===== config.mk =====
export PLATFORM = sky130hd
export DESIGN_NAME = mcbf_ctrl
export DESIGN_NICKNAME = d
export VERILOG_FILES = /design/src/sv/mcbf_pkg.sv /design/src/sv/mcbf_ctrl.sv
export SDC_FILE = /design/constraint.sdc
export NUM_CORES = 1
export LEC_CHECK = 0
export CORE_AREA = 2 2 39 41
export DETAILED_ROUTE_END_ITERATION = 7
export DIE_AREA = 0 0 41 43
export DONT_BUFFER_PORTS = 1
export GPL_ROUTABILITY_DRIVEN = 0
export PLACE_DENSITY = 0.31
export SLEW_MARGIN = 20
export SYNTH_ARGS = -nofsm -noshare
export SYNTH_HDL_FRONTEND = slang
export SYNTH_SLANG_ARGS = --single-unit

===== constraint.sdc =====
create_clock -name clk -period 0.98 [get_ports clk]
set_input_delay 0.049 -clock clk [delete_from_list [all_inputs] [get_ports clk]]
set_output_delay 0.049 -clock clk [all_outputs]
set_load 0.005 [all_outputs]

===== src/sv/mcbf_pkg.sv =====
// shared types and codes for the multi-channel byte fifo table
// no dependencies

package mcbf_pkg;

    localparam int FUNC_W   = 3;
    localparam int ID_W     = 4;
    localparam int BYTE_W   = 8;
    localparam int STATUS_W = 3;
    localparam int FREE_W   = 12;

    localparam logic [FUNC_W-1:0] FN_CREATE = 3'd0;
    localparam logic [FUNC_W-1:0] FN_WRITE  = 3'd1;
    localparam logic [FUNC_W-1:0] FN_READ   = 3'd2;
    localparam logic [FUNC_W-1:0] FN_CLOSE  = 3'd3;
    localparam logic [FUNC_W-1:0] FN_QUERY  = 3'd4;

    localparam logic [STATUS_W-1:0] ST_OK      = 3'd0;
    localparam logic [STATUS_W-1:0] ST_INVALID = 3'd1;
    localparam logic [STATUS_W-1:0] ST_NO_PIPE = 3'd2;
    localparam logic [STATUS_W-1:0] ST_EMPTY   = 3'd3;
    localparam logic [STATUS_W-1:0] ST_FULL    = 3'd4;

    localparam logic [FREE_W-1:0] FREE_MAX = 12'hfff;

    typedef enum logic [2:0] {
        S_IDLE = 3'b001,
        S_LOOK = 3'b010,
        S_EXEC = 3'b100
    } state_t;

    typedef struct packed {
        logic capture;
        logic lookup;
        logic execute;
    } cmd_t;

endpackage


===== src/sv/mcbf_ctrl.sv =====
// sequencing state machine for the fifo table: accept, pointer lookup, execute
// depends on mcbf_pkg

module mcbf_ctrl
(
    input  logic            clk,
    input  logic            rst_n,
    input  logic            in_valid,
    output logic            in_stall,
    output logic            out_valid,
    input  logic            out_stall,
    output mcbf_pkg::cmd_t  cmd
);

    mcbf_pkg::state_t state_reg;
    mcbf_pkg::state_t state_next;
    logic             out_valid_reg;
    logic             out_valid_next;
    logic             out_free;

    assign out_free  = !out_valid_reg || !out_stall;
    assign in_stall  = (state_reg != mcbf_pkg::S_IDLE);
    assign out_valid = out_valid_reg;

    assign cmd.capture = (state_reg == mcbf_pkg::S_IDLE) && in_valid;
    assign cmd.lookup  = (state_reg == mcbf_pkg::S_LOOK);
    assign cmd.execute = (state_reg == mcbf_pkg::S_EXEC) && out_free;

    always_comb
    begin
        state_next = state_reg;
        unique case (state_reg)
            mcbf_pkg::S_IDLE:
            begin
                if (in_valid)
                begin
                    state_next = mcbf_pkg::S_LOOK;
                end
            end
            mcbf_pkg::S_LOOK:
            begin
                state_next = mcbf_pkg::S_EXEC;
            end
            mcbf_pkg::S_EXEC:
            begin
                if (out_free)
                begin
                    state_next = mcbf_pkg::S_IDLE;
                end
            end
            default:
            begin
                state_next = mcbf_pkg::S_IDLE;
            end
        endcase
    end

    always_comb
    begin
        out_valid_next = out_valid_reg;
        priority if (cmd.execute)
        begin
            out_valid_next = 1'b1;
        end
        else if (!out_stall)
        begin
            out_valid_next = 1'b0;
        end
        else
        begin
            out_valid_next = out_valid_reg;
        end
    end

    always_ff @(posedge clk or negedge rst_n)
    begin
        if (!rst_n)
        begin
            state_reg     <= mcbf_pkg::S_IDLE;
            out_valid_reg <= 1'b0;
        end
        else
        begin
            state_reg     <= state_next;
            out_valid_reg <= out_valid_next;
        end
    end

    a_onehot_state: assert property (@(posedge clk) disable iff (!rst_n)
        $onehot(state_reg))
        else $error("state register not one-hot");

    a_accept_to_lookup: assert property (@(posedge clk) disable iff (!rst_n)
        (in_valid && !in_stall) |=> (state_reg == mcbf_pkg::S_LOOK))
        else $error("accepted word did not move to lookup");

    a_valid_from_exec: assert property (@(posedge clk) disable iff (!rst_n)
        $rose(out_valid_reg) |-> ($past(state_reg) == mcbf_pkg::S_EXEC))
        else $error("result raised outside execute");

    a_exec_holds: assert property (@(posedge clk) disable iff (!rst_n)
        ((state_reg == mcbf_pkg::S_EXEC) && out_valid_reg && out_stall)
        |=> (state_reg == mcbf_pkg::S_EXEC))
        else $error("execute overran a waiting result");

endmodule


# Yosys cells after proc, flatten, opt, wreduce, memory -nomap -nowiden
# Cells that the tools add are included.
[totals] regBits=4 latchBits=0 mem_bits_rw=0 mem_bits_ro=0 inputBits=4 out_inout_bits=5 mem_count=0
[op_classes] addsub=0 mul=0 div=0 order_cmp=0 n_eq_ne=7 n_shift=0 mux=5 bitwise=0 reduce_logical=6
[op_table] op="one-hot mux 3 bit (3 select lines)" count=1
[op_table] op="two-way mux 3 bit" count=2
[op_table] op="inequality test 2 bit, second input constant" count=2
[op_table] op="== test 3 x 1 -> 1 bit, second input constant" count=1
[op_table] op="== test 3 x 2 -> 1 bit, second input constant" count=1
[op_table] op="== test 3 bit, second input constant" count=1
[op_table] op="inequality test 3 x 1 -> 1 bit, second input constant" count=1
[op_table] op="logical AND 1 bit" count=2
[op_table] op="logical NOT 1 bit" count=2
[op_table] op="two-way mux 1 bit" count=2
[op_table] op="inequality test 2 x 1 -> 1 bit, second input constant" count=1
[op_table] op="AND reduction 2 bit" count=1
[op_table] op="logical OR 1 bit" count=1

# Depth between registers and ports, before layout
[depth] word_depth=4 depth_mapped=3 ltp_nobuf=2

# Worst setup path before layout
# OpenSTA, ideal clock, no wires.
[synth_timing] path_type="register to register" from="reg state_reg[0]" to="reg state_reg[0]" arrival_time_ns=0.907 required_ns=0.886 slack_ns=-0.021 stages_incl_launch_ff=3 path_buffers=0 path_cell_list="dfstp_2 nor4bb_2 a211oi_1"
[synth_via] elab_chain_len=3 word_cells_on_any_way=7
[synth_lines] element="start: declaration" line_no="mcbf_ctrl.sv:15" text="mcbf_pkg::state_t state_reg;"
[synth_lines] element="start signal: assignment" line_no="mcbf_ctrl.sv:79" text="state_reg <= mcbf_pkg::S_IDLE;"
[synth_lines] element="start signal: assignment" line_no="mcbf_ctrl.sv:84" text="state_reg <= state_next;"
[synth_lines] element="== test 3 bit / == test 3 x 1 -> 1 bit (equally long branches)" line_no="mcbf_ctrl.sv:32" text="unique case (state_reg)"
[synth_lines] element="inequality test 2 bit (no line)"
[synth_lines] element="AND reduction 2 bit (no line)"
# Parallel ways exist; a longest one is shown, timed or not.
# A chain may end at the register's enable or synchronous reset.

==> key figures <==
Outcome
  – Outcome: finished with violations
  – Failing checks: negative setup slack

Yosys
  – Synth Cell Area: approximately 220 um^2
  – Syn Nets: 22
  – YS warnings: 0
  – Synthesized flop and latch total: 4
  – Area fraction of the dominant cell type after synthesis: 0.347
  – Post-Synthesis Cells: 18
  – Syn_area_per_cell: 12.0 um^2
  – Sequential fraction of the synthesis area: 0.468
  – Top post-synthesis cells by area: dfrtp_1, dfstp_2, nor4bb_1
  – Yosys cell types: 15
  – Area leader, netlist: dfrtp_1

Clocking
  – Clk root buf: clkbuf_4
  – Number of CTS-inserted buffers: 3
  – Sink Count: 4
  – CTS tree: built
  – Clock buffer depth: 2
  – H-tree depth: 1
  – Clock Latency Late Sink: approximately 240 ps
  – Worst-path clk slew: roughly 50 ps

Global route
  – Largest net degree at the start of global routing: 9
  – Initial antenna violation count: 0
  – Global-route wire length before repair: 972 um
  – Vias in the first global route: about 230
  – GRT Util Overall: 0.0865
  – Total grt overflow: 0

Critical path
  – CP Data Required Time: 930 ps
  – Critical Path Source Type: flip-flop
  – Setup crit end kind: primary output
  – R2r endpoint: state_reg[0]
  – CP Class: flip-flop to primary output
  – Worst-case reg-to-reg path depth: 4
  – R2R Path Start: state_reg[0]
  – R2R setup slack: -150 ps
  – CP max FO: 8
  – CP Data Arrival Time: 1160 ps

Placement
  – Input/output buffers: 0
  – Placed cells: 35
  – Pre-CTS setup slack: -59.9 ps
  – DP Wirelength: 379 um

STA
  – Final hold vios: 0
  – Setup repair after global routing missed its margin: yes
  – Slew HR: 0.818
  – Final Skew: 10.4 ps
  – Final Setup Violations: 5
  – Fmax: 829 MHz
  – Slew Viols, Final: 0
  – Final worst-path cycle share: 1.23
  – Worst-Margin Slew: about 270 ps
  – Worst Slack Setup Final: -226 ps
  – Tmin final: 1210 ps

Floorplan
  – Die W: 41 um
  – Die H: about 43 um
  – IO Pins: 9
  – Initial Utilization: 0.156
  – Core Region: 1380 um^2
  – Die area: roughly 1800 um^2
  – Row count: 14

Power and ir drop
  – Cell Pwr Density: ~2600 nW/um^2
  – LEAKAGE: 0.151 nW
  – VDD IR max: 0.791 mV
  – Final Power: roughly 950 uW

Layout
  – Final nets: 36
  – Post-Layout Cell Count: 47
  – Layout cells sized above 1: 0.516
  – ANT cells: 0
  – Final core utilization: 0.261
  – Layout fillers: 156
  – Max reg flops: 3
  – Synth-to-Final Area Change: 67.1%

Detailed routing
  – Wire length on met2: 258 um
  – Drt pass-1 iters: 2
  – Via count: 200
  – DR DRC count: 0
  – Final ANT Viol Nets: 0
  – Initial drt markers: 4
  – DR WL met3: 46 um
  – WL met1: 252 um
  – Routed wire length: 557 um
  – Max Used Layer: met3
  – WL/cell: between 10 and 15 um
  – DR vias/cell: 4.26

Min path
  – Worst hold path type: input pin to asynchronous set/reset pin

Flow run
  – Maximum Capacitance Violations: 0
==> where the power goes <==
| group | internal [mW] | switching [mW] | leakage (nW) |
|---|---|---|---|
| Clock | 0.153 | 0.0745 | 0.0150 |
| Sequential | 0.235 | 0.0867 | 0.0481 |
| Combinational | 0.277 | 0.126 | 0.0875 |
==> layout by cell type (no fill, tap or decap), drive strengths merged <==
cell,count
a211oi,1
a21oi,1
a22o,1
and3,1
buf,7
clkbuf,4
dfrtp,3
dfstp,1
dlygate4sd3,3
nand2,1
nand2b,1
nand4b,1
nor2,1
nor3b,1
nor4bb,3
or3b,1
==> cell families (layout without fill, tap and decap cells) <==
kind of cell           count (synthesis)  count (layout)  synth area share
AOI/OAI and AO/OA                      3               3            0.0983
buffers and inverters                  1              14            0.0347
DFF                                    4               4             0.468
and+or+nand+nor                       10              10             0.399
==> worst max path at each step <==
stage | from | end | slack [ps]
6_report | state_reg[1] | cmd[2] | -230
5_1_grt | state_reg[1] | cmd[2] | -300
4_1_cts | state_reg[0] | in_stall | -230
3_5_place_dp | state_reg[0] | state_reg[0] | -60
3_3_place_gp | state_reg[1] | state_reg[0] | -20
2_1_floorplan | state_reg[0] | in_stall | 20
==> metal layers <==
layer	GRT usage	vias up
met5	0	-
met4	0.0200	0
met3	0.0733	0
met2	0.122	8
met1	0.0971	96
li1	-	96
==> cell usage after synthesis (all sizes together) <==
library cell / n
and3: 1
nor2: 1
nor3b: 1
dfstp: 1
a21oi: 1
a211oi: 1
nand2b: 1
nand2: 1
a22o: 1
buf: 1
dfrtp: 3
or3b: 1
nor4bb: 3
nand4b: 1
==> metrics by stage <==
stage	setup TNS, ps	instance area [um^2]	hold slack, ps
finish	-896	362	78.7
global route	-1360	362	79.8
CTS	-990	359	75.7
detailed placement	-112	253	-246
global placement	-49.2	253	-246
floorplan	0	225	-247
==> cell type report <==
cell class	instances	area (um^2)	area share
multi-input combinational	13	125	0.346
sequential	4	104	0.287
timing repair buffer	10	86.3	0.239
clock buffer	4	26.3	0.0727
tap	16	20.0	0.0554
==> timing repair <==
action	CTS	global route
hold buffers	3	0
hold endpoints to repair	7	0
setup endpoints to repair	5	7
resized for setup	4	1
pin swaps	3	1
setup buffers	5	0
gates cloned	0	0
==> critical path, stage by stage, from the launching register on <==
cell	delay (ps)
dfrtp_2	450
nor4bb_4	310
buf_4	160
No activity file was read; power rests on OpenSTA's default activity.
